## config.mk

```make
export PLATFORM = sky130hd
export DESIGN_NAME = i2c_master_transfer_sequencer
export DESIGN_NICKNAME = d
export VERILOG_FILES = /design/src/hw/rtl/i2cms_pkg.sv /design/src/hw/rtl/i2cms_ram.sv /design/src/hw/rtl/i2c_master_transfer_sequencer.sv
export SDC_FILE = /design/constraint.sdc
export NUM_CORES = 1
export LEC_CHECK = 0
export BUFFER_PORTS_ARGS = -buffer_cell sky130_fd_sc_hd__buf_2
export CORE_UTILIZATION = 50
export DETAILED_ROUTE_END_ITERATION = 16
export PLACE_DENSITY = 0.64
export SLEW_MARGIN = 5
export SYNTH_ARGS = -nofsm -noshare
export SYNTH_HDL_FRONTEND = slang
export SYNTH_SLANG_ARGS = --single-unit
```

## constraint.sdc

```tcl
create_clock -name clock -period 4.1 [get_ports clock]
set_input_delay 0.205 -clock clock [delete_from_list [all_inputs] [get_ports clock]]
set_output_delay 0.205 -clock clock [all_outputs]
set_load 0.02 [all_outputs]
```

## src/hw/rtl/i2cms_pkg.sv

```systemverilog
// Package with the codes, field widths and defaults of the I2C master transfer sequencer.
`timescale 1ns / 1ps

package i2cms_pkg;

   localparam int DEFAULT_BUF_DEPTH = 32;

   localparam int REQ_DATA_W = 56;
   localparam int RSP_DATA_W = 32;

   typedef enum logic [1:0] {
      REQ_START     = 2'd0,
      REQ_EVENT     = 2'd1,
      REQ_BUF_WRITE = 2'd2,
      REQ_BUF_READ  = 2'd3
   } req_kind_type;

   typedef enum logic [1:0] {
      KIND_WRITE       = 2'd0,
      KIND_READ        = 2'd1,
      KIND_SUB_WRITE   = 2'd2,
      KIND_RANDOM_READ = 2'd3
   } xfer_kind_type;

   typedef enum logic [1:0] {
      ST_START_SENT = 2'd0,
      ST_BYTE_SENT  = 2'd1,
      ST_BYTE_RECV  = 2'd2,
      ST_OTHER      = 2'd3
   } bus_status_type;

   // Shared by the START and STOP controls.
   typedef enum logic [1:0] {
      CTL_KEEP    = 2'd0,
      CTL_REQUEST = 2'd1,
      CTL_CLEAR   = 2'd2
   } cond_ctl_type;

   typedef enum logic [1:0] {
      ACK_KEEP = 2'd0,
      ACK_ACK  = 2'd1,
      ACK_NACK = 2'd2
   } ack_ctl_type;

endpackage

```

## src/hw/rtl/i2cms_ram.sv

```systemverilog
// Generic single-write, single-read RAM with a registered read port.
`timescale 1ns / 1ps

module i2cms_ram #(
   parameter int WIDTH = 8,
   parameter int DEPTH = 32,
   parameter int AW    = (DEPTH > 1) ? $clog2(DEPTH) : 1
) (
   input  logic             clock,
   input  logic             wr_en,
   input  logic [AW-1:0]    wr_addr,
   input  logic [WIDTH-1:0] wr_data,
   input  logic             rd_en,
   input  logic [AW-1:0]    rd_addr,
   output logic [WIDTH-1:0] rd_data
);

   logic [WIDTH-1:0] mem_ff [DEPTH];
   logic [WIDTH-1:0] rd_data_ff;

   always_ff @(posedge clock) begin
      if (wr_en) begin
         mem_ff[wr_addr] <= wr_data;
      end
      if (rd_en) begin
         rd_data_ff <= mem_ff[rd_addr];
      end
   end

   assign rd_data = rd_data_ff;

endmodule

```

## src/hw/rtl/i2c_master_transfer_sequencer.sv

```systemverilog
// Top level of the I2C master transfer sequencer.
`timescale 1ns / 1ps
// The block sequences I2C master transfers: write, read, write at a subaddress
// and random read. Items arrive on the req_ channel: tuser says whether an item
// is a start command, a bus status event, a buffer write or a buffer read, and
// tdata carries the remaining fields. Every item gives exactly one result item
// on the rsp_ channel with the byte to transmit, the START, STOP and ACK
// controls, the bus reset flag, the busy flag and any buffer byte read back.
// An item is registered on acceptance while its buffer byte is read from the
// transfer buffer RAM; the decision logic then fills the result register from
// both, and the result is offered from there. One item is taken in every cycle
// while the receiver takes the results; the registered RAM read allows that.
// When the receiver stalls, the finished result waits in the result register
// and one further item waits in the input register; req_tready falls only when
// both are full. Reset clears the transfer state and empties both registers.
// The buffer contents are not cleared and are valid only once written.

module i2c_master_transfer_sequencer #(
   parameter int BUF_DEPTH = i2cms_pkg::DEFAULT_BUF_DEPTH
) (
   input  logic                             clock,
   input  logic                             reset,
   input  logic                             req_tvalid,
   output logic                             req_tready,
   // req_type
   input  logic [1:0]                       req_tuser,
   // xfer_kind, slave_address, sub_address, byte_count, bus_status, slave_ack,
   // arb_lost, rx_byte, buf_index, buf_value
   input  logic [i2cms_pkg::REQ_DATA_W-1:0] req_tdata,
   output logic                             rsp_tvalid,
   input  logic                             rsp_tready,
   // cmd_ok, tx_valid, tx_byte, start_ctl, stop_ctl, ack_ctl, bus_reset,
   // busy_now, read_value
   output logic [i2cms_pkg::RSP_DATA_W-1:0] rsp_tdata
);

   import i2cms_pkg::*;

   localparam int AW = (BUF_DEPTH > 1) ? $clog2(BUF_DEPTH) : 1;
   localparam logic [8:0] DEPTH_W = 9'(BUF_DEPTH);

   // Input register.
   logic                  s1_valid_ff;
   logic [1:0]            s1_type_ff;
   logic [REQ_DATA_W-1:0] s1_data_ff;
   logic                  rd_in_range_ff;
   logic                  fwd_hit_ff;
   logic [7:0]            fwd_data_ff;

   // Result register.
   logic                  rsp_valid_ff;
   logic [RSP_DATA_W-1:0] rsp_data_ff;

   // Transfer state.
   logic       busy_ff, busy_in;
   logic [7:0] target_ff, target_in;
   logic [7:0] subaddr_ff, subaddr_in;
   logic       read_dir_ff, read_dir_in;
   logic       sub_pend_ff, sub_pend_in;
   logic       random_ff, random_in;
   logic       restart_ff, restart_in;
   logic [5:0] last_pos_ff, last_pos_in;
   logic [5:0] pos_ff, pos_in;

   logic advance;
   logic accept;

   // Fields of the registered item.
   xfer_kind_type  kind;
   bus_status_type status;
   logic [7:0]     saddr;
   logic [7:0]     sub;
   logic [5:0]     cnt;
   logic           ack;
   logic           arb;
   logic [7:0]     rxb;
   logic [4:0]     bidx;
   logic [7:0]     bval;

   logic [7:0] ram_q;
   logic [7:0] buf_byte;

   logic [7:0] wr_idx;
   logic       wr_in_range;
   logic       wr_en;
   logic [7:0] wr_data;
   logic [7:0] rd_idx;
   logic       rd_in_range;

   // Result fields.
   logic         cmd_ok;
   logic         tx_valid;
   logic [7:0]   tx_byte;
   cond_ctl_type start_ctl;
   cond_ctl_type stop_ctl;
   ack_ctl_type  ack_ctl;
   logic         bus_reset;
   logic [7:0]   read_value;
   logic         is_read;
   logic         fail;

   assign advance    = s1_valid_ff && (!rsp_valid_ff || rsp_tready);
   assign req_tready = !s1_valid_ff || advance;
   assign accept     = req_tvalid && req_tready;

   assign kind   = xfer_kind_type'(s1_data_ff[1:0]);
   assign saddr  = s1_data_ff[9:2];
   assign sub    = s1_data_ff[17:10];
   assign cnt    = s1_data_ff[23:18];
   assign status = bus_status_type'(s1_data_ff[25:24]);
   assign ack    = s1_data_ff[26];
   assign arb    = s1_data_ff[27];
   assign rxb    = s1_data_ff[35:28];
   assign bidx   = s1_data_ff[40:36];
   assign bval   = s1_data_ff[48:41];

   assign is_read = (kind == KIND_READ) || (kind == KIND_RANDOM_READ);

   // A write made by the previous item at the same edge as this item's read
   // is taken from the forwarding register rather than from the RAM.
   assign buf_byte = !rd_in_range_ff ? 8'd0 : (fwd_hit_ff ? fwd_data_ff : ram_q);

   always_comb begin
      busy_in     = busy_ff;
      target_in   = target_ff;
      subaddr_in  = subaddr_ff;
      read_dir_in = read_dir_ff;
      sub_pend_in = sub_pend_ff;
      random_in   = random_ff;
      restart_in  = restart_ff;
      last_pos_in = last_pos_ff;
      pos_in      = pos_ff;
      cmd_ok      = 1'b0;
      tx_valid    = 1'b0;
      tx_byte     = 8'd0;
      start_ctl   = CTL_KEEP;
      stop_ctl    = CTL_KEEP;
      ack_ctl     = ACK_KEEP;
      bus_reset   = 1'b0;
      read_value  = 8'd0;
      fail        = 1'b0;
      wr_idx      = 8'd0;
      wr_en       = 1'b0;
      wr_data     = bval;

      if (s1_valid_ff) begin
         unique case (req_kind_type'(s1_type_ff))
            REQ_START: begin
               if (!busy_ff && ({3'd0, cnt} <= DEPTH_W) && !(is_read && cnt == 6'd0)) begin
                  target_in   = saddr;
                  subaddr_in  = sub;
                  sub_pend_in = (kind == KIND_SUB_WRITE) || (kind == KIND_RANDOM_READ);
                  random_in   = (kind == KIND_RANDOM_READ);
                  read_dir_in = (kind == KIND_READ);
                  last_pos_in = is_read ? cnt - 6'd1 : cnt;
                  restart_in  = 1'b0;
                  busy_in     = 1'b1;
                  start_ctl   = CTL_REQUEST;
                  cmd_ok      = 1'b1;
               end
            end
            REQ_EVENT: begin
               if (arb) begin
                  fail = 1'b1;
               end else begin
                  unique case (status)
                     ST_START_SENT: begin
                        tx_valid  = 1'b1;
                        tx_byte   = {target_ff[7:1], read_dir_ff};
                        start_ctl = CTL_CLEAR;
                        pos_in    = 6'd0;
                     end
                     ST_BYTE_SENT: begin
                        priority if (!ack) begin
                           fail = 1'b1;
                        end else if (restart_ff) begin
                           restart_in = 1'b0;
                           start_ctl  = CTL_REQUEST;
                        end else if (sub_pend_ff) begin
                           sub_pend_in = 1'b0;
                           tx_valid    = 1'b1;
                           tx_byte     = subaddr_ff;
                           if (random_ff) begin
                              restart_in  = 1'b1;
                              read_dir_in = 1'b1;
                           end
                        end else if (!read_dir_ff) begin
                           if (pos_ff < last_pos_ff) begin
                              tx_valid = 1'b1;
                              tx_byte  = buf_byte;
                              pos_in   = pos_ff + 6'd1;
                           end else begin
                              stop_ctl = CTL_REQUEST;
                              busy_in  = 1'b0;
                           end
                        end
                     end
                     ST_BYTE_RECV: begin
                        wr_idx  = {2'd0, pos_ff};
                        wr_en   = 1'b1;
                        wr_data = rxb;
                        if (pos_ff < last_pos_ff) begin
                           ack_ctl = ACK_ACK;
                           pos_in  = pos_ff + 6'd1;
                        end else begin
                           busy_in  = 1'b0;
                           ack_ctl  = ACK_NACK;
                           stop_ctl = CTL_REQUEST;
                        end
                     end
                     ST_OTHER: begin
                        fail = 1'b1;
                     end
                  endcase
               end
               if (fail) begin
                  tx_valid   = 1'b0;
                  tx_byte    = 8'd0;
                  bus_reset  = 1'b1;
                  start_ctl  = CTL_CLEAR;
                  stop_ctl   = CTL_CLEAR;
                  ack_ctl    = ACK_NACK;
                  busy_in    = 1'b0;
                  restart_in = 1'b0;
               end
            end
            REQ_BUF_WRITE: begin
               wr_idx = {3'd0, bidx};
               wr_en  = 1'b1;
            end
            REQ_BUF_READ: begin
               read_value = buf_byte;
            end
         endcase
      end

      // State changes only when the item moves on into the result register.
      if (!advance) begin
         busy_in     = busy_ff;
         target_in   = target_ff;
         subaddr_in  = subaddr_ff;
         read_dir_in = read_dir_ff;
         sub_pend_in = sub_pend_ff;
         random_in   = random_ff;
         restart_in  = restart_ff;
         last_pos_in = last_pos_ff;
         pos_in      = pos_ff;
         wr_en       = 1'b0;
      end
   end

   assign wr_in_range = ({1'b0, wr_idx} < DEPTH_W);

   // The next item reads at the position that this cycle leaves behind.
   assign rd_idx = (req_kind_type'(req_tuser) == REQ_BUF_READ) ?
                   {3'd0, req_tdata[40:36]} : {2'd0, pos_in};
   assign rd_in_range = ({1'b0, rd_idx} < DEPTH_W);

   i2cms_ram #(
      .WIDTH (8),
      .DEPTH (BUF_DEPTH),
      .AW    (AW)
   ) u_buffer (
      .clock   (clock),
      .wr_en   (wr_en && wr_in_range),
      .wr_addr (wr_idx[AW-1:0]),
      .wr_data (wr_data),
      .rd_en   (accept),
      .rd_addr (rd_idx[AW-1:0]),
      .rd_data (ram_q)
   );

   always_ff @(posedge clock) begin
      if (reset) begin
         s1_valid_ff  <= 1'b0;
         rsp_valid_ff <= 1'b0;
         busy_ff      <= 1'b0;
         target_ff    <= 8'd0;
         subaddr_ff   <= 8'd0;
         read_dir_ff  <= 1'b0;
         sub_pend_ff  <= 1'b0;
         random_ff    <= 1'b0;
         restart_ff   <= 1'b0;
         last_pos_ff  <= 6'd0;
         pos_ff       <= 6'd0;
      end else begin
         if (accept) begin
            s1_valid_ff <= 1'b1;
         end else if (advance) begin
            s1_valid_ff <= 1'b0;
         end
         if (advance) begin
            rsp_valid_ff <= 1'b1;
         end else if (rsp_tready) begin
            rsp_valid_ff <= 1'b0;
         end
         busy_ff     <= busy_in;
         target_ff   <= target_in;
         subaddr_ff  <= subaddr_in;
         read_dir_ff <= read_dir_in;
         sub_pend_ff <= sub_pend_in;
         random_ff   <= random_in;
         restart_ff  <= restart_in;
         last_pos_ff <= last_pos_in;
         pos_ff      <= pos_in;
      end
   end

   always_ff @(posedge clock) begin
      if (accept) begin
         s1_type_ff     <= req_tuser;
         s1_data_ff     <= req_tdata;
         rd_in_range_ff <= rd_in_range;
         fwd_hit_ff     <= wr_en && wr_in_range && (wr_idx == rd_idx);
         fwd_data_ff    <= wr_data;
      end
      if (advance) begin
         rsp_data_ff <= {6'd0, read_value, busy_in, bus_reset, ack_ctl, stop_ctl,
                         start_ctl, tx_byte, tx_valid, cmd_ok};
      end
   end

   assign rsp_tvalid = rsp_valid_ff;
   assign rsp_tdata  = rsp_data_ff;

`ifndef SYNTHESIS
   a_reset_ends_transfer : assert property (@(posedge clock) disable iff (reset)
      (rsp_tvalid && rsp_tdata[16]) |-> !rsp_tdata[17])
      else $error("A failed transfer left the block busy.");

   a_cmd_requests_start : assert property (@(posedge clock) disable iff (reset)
      (rsp_tvalid && rsp_tdata[0]) |-> (rsp_tdata[11:10] == CTL_REQUEST && rsp_tdata[17]))
      else $error("An accepted start command did not request START or set busy.");

   a_tx_byte_idle_zero : assert property (@(posedge clock) disable iff (reset)
      (rsp_tvalid && !rsp_tdata[1]) |-> (rsp_tdata[9:2] == 8'd0))
      else $error("A transmit byte was given without tx_valid.");

   a_stalled_item_held : assert property (@(posedge clock) disable iff (reset)
      (s1_valid_ff && !advance) |=> (s1_valid_ff && $stable(s1_data_ff)))
      else $error("The waiting input item was lost while the result was stalled.");
`endif

endmodule
```

==> qor.csv <==
stage,metric,value,unit
sta,max-slew violations,0,
cts,clk slew on worst S/H paths,0.07,ns
detailed_routing,Detailed Routing Iterations Pass 1,6,
synth,Netlist cell types,78,
sta,max_slew headroom,41.5,%
global_routing,initial antenna violation count,0,
sta,Sum Neg Setup Slack,0,ns
cts,clk sinks,383,
finish,layout cells sized above 1,19.4,%
global_routing,largest net degree at the start of global routing,46,
detailed_routing,Routed WL,39.2,mm
synth,number of synthesized flops with an enable pin,349,
critical_path,endpoint class of the critical path,flop,
cts,CTS Root Cell,clkbuf_16,
sta,final hold violation count,0,
critical_path,crit start category,flop,
floorplanning,Die Ht,181,microns
floorplanning,Starting Density,50.8,%
critical_path,crit path kind,reg -> reg,
job,max-capacitance violation count,0,
detailed_routing,vias per cell,5.82,
run_status,outcome,"finished, final reports clean",
floorplanning,IO Pins,96,
critical_path,Crit Path Max Fanout,26,
synth,Yosys reg bits,383,
synth,Area contributors post-synth,"edfxtp_1, nand2_1, dfxtp_1, mux2_2, nand3_1",
sta,slew at the pin closest to its max-slew limit,0.877,ns
placed_design,DP HPWL,25.3,mm
sta,Min Hold Slack,0.191,ns
sta,Final Cycle Share,93.3,%
synth,top cell type's share of synthesized area,65.4,%
synth,mapped cell area,0.0160,sq mm
detailed_routing,DRC,0,
finish,final net count,1472,
synth,Yosys top cell by area,edfxtp_1,
sta,Clock Skew,0.0273,ns
cts,CTS tree,built,
cts,H-Tree Depth,2,
floorplanning,# rows,65,
finish,fill count,2440,
finish,ant diodes,0,
finish,fin area,0.0191,sq mm
cts,worst-skew pair later-pin latency,0.55,ns
sta,fmax,261,MHz
detailed_routing,Avg WL per Cell,21.5,microns
global_routing,total grt overflow,0,
placed_design,I/O Buffers,81,
cts,total CTS buffers,40,
global_routing,Overall Global Routing Usage,24.1,%
worst_hold_path,Worst Hold Class,in -> reg,
sta,Final WS setup,0.274,ns
placed_design,RePlAce Congestion,0.915,
power,Leakage,6.61,nW
detailed_routing,DRT iter0 DRCs,860,
synth,Syn. warnings,0,
placed_design,Placed Area,0.0173,sq mm
synth,ys flop type,edfxtp_1,
synth,asr flop ratio synth,0,%
power,Worst VDD drop,0.000448,V
global_routing,first-pass GRT wire length,60.3,mm
power,PwrDens,444,mW/mm^2
sta,setup violators final,0,
synth,Syn Area/Cell,13.4,sq um
placed_design,dpl ws,0.120,ns
critical_path,Worst Path Required,4.38,ns
floorplanning,die outline area,0.0328,sq mm
power,Final Power,0.00848,W
detailed_routing,Via Count,10600,
synth,Gate Count Post-Synth,1200,
floorplanning,die width,181,microns
floorplanning,Core Area,0.0316,sq mm
sta,setup repair after global routing missed its margin,false,
synth,register area share after synthesis,69.6,%
finish,Area Overhead vs Synth,19.2,%
sta,Period minus WS final,3.83,ns
detailed_routing,Detail Route Antenna Nets,0,
synth,most frequent cells after synthesis,"edfxtp_1, nand2_1, nor2_1",
cts,Max Root-Sink Buffers,3,
synth,most common cell in the netlist,edfxtp_1,
global_routing,vias in the first global route,10500,
critical_path,Critical Path AT,4.11,ns
## per-layer routing
| layer | vias to the layer above | global-route usage, % | share of wire, % |
|---|---|---|---|
| met4 | 0 | 8.61 | 3.1 |
| met3 | 73 | 3.04 | 5.6 |
| li1 | 4893 | - | - |
| met5 | - | 0 | 0 |
| met2 | 350 | 39.6 | 48 |
| met1 | 5304 | 33.2 | 43 |
## worst max-delay path, stage by stage, from the launching register on
cell and delay (ns):
edfxtp_1 0.42, inv_1 0.12, ha_1 0.20, and3b_2 0.35, a21oi_2 0.14, nand2b_1 0.27, o31a_1 0.39, nor2_4 0.16
buf_12 0.21, buf_4 0.22, mux2i_1 0.28, o2bb2ai_1 0.13, nor4_1 0.44, buf_4 0.19, a31oi_1 0.04
## sequential cells by signal, summed over array words and instances, names as in the netlist
signal            count
s1_valid_ff           1
last_pos_ff           6
rsp_tvalid            1
target_ff             7
s1_type_ff            2
read_dir_ff           1
pos_ff                6
sub_pend_ff           1
u_buffer.rd_data      8
subaddr_ff            8
fwd_hit_ff            1
u_buffer.mem_ff     256
rsp_tdata            25
restart_ff            1
s1_data_ff           48
random_ff             1
busy_ff               1
rd_in_range_ff        1
fwd_data_ff           8
## what timing repair did
item | 4_1_cts | 5_1_grt
setup buffers | 0 | 0
gates resized for setup | 0 | 1
endpoints found under the setup margin | 0 | 5
hold endpoints to repair | 52 | 0
hold buffers | 52 | 0
## stage by stage
step	std cells	utilization, %
after CTS	1824	60.6
after global placement	1702	54.8
after detailed placement	1702	54.8
after global routing	1824	60.6
final	1824	60.6
after floorplan	1205	-
## where the power goes
part	internal, W	switching (W)	leakage [nW]
Sequential	0.00433	0.0000309	3.47
Clock	0.00212	0.00147	0.620
Combinational	0.000194	0.000334	2.52
## final timing paths
check        depth (start not counted)            from  slack (ns)                  end
max                                 14  s1_data_ff[25]        0.27  u_buffer.rd_data[2]
min                                  2           reset        0.19            pos_ff[1]
max reg2reg                         14  s1_data_ff[25]        0.27  u_buffer.rd_data[2]
min reg2reg                          2    target_ff[6]        0.46         target_ff[6]
## cells by family (layout without fill, tap and decap cells)
group	Yosys count	count (layout)	synth area share (%)
and+or+nand+nor	420	420	11.8
DFF	383	383	69.6
buffers and inverters	87	304	2.62
other	1	6	0.0234
xor gates and xnor gates	11	11	0.601
adders and majority gates	16	16	1.25
AOI/OAI and AO/OA	208	208	9.15
muxes	74	74	4.96
## cell usage in the layout, fill, tap and decap left out, types with 7 or more instances in the layout
cell,instances
mux2i_1,30
a311oi_1,7
dfxtp_1,34
mux2_2,36
clkbuf_1,8
buf_2,81
nor2_1,82
nor3_1,8
o22ai_1,8
mux2_1,8
o21ai_0,30
a22oi_1,10
ha_1,16
a21oi_1,52
o2bb2ai_1,7
a31oi_1,20
nand3_1,64
nor4_1,11
and3_1,11
a2111oi_0,14
nand2_1,196
a211o_1,7
clkinv_1,9
a211oi_1,7
buf_4,78
inv_1,18
dlygate4sd3_1,52
xnor2_1,7
edfxtp_1,349
clkbuf_16,40
## layout make-up
class / instances / area (sq um) / area share [%]
timing repair buffer: 216 / 1610 / 8.43
inverter: 18 / 67.6 / 0.353
multi-input combinational: 735 / 4480 / 23.4
tap: 402 / 503 / 2.63
clock buffer: 48 / 1030 / 5.39
clock inverter: 22 / 262 / 1.37
sequential: 383 / 11200 / 58.4
No activity file was read; power rests on OpenSTA's default activity.
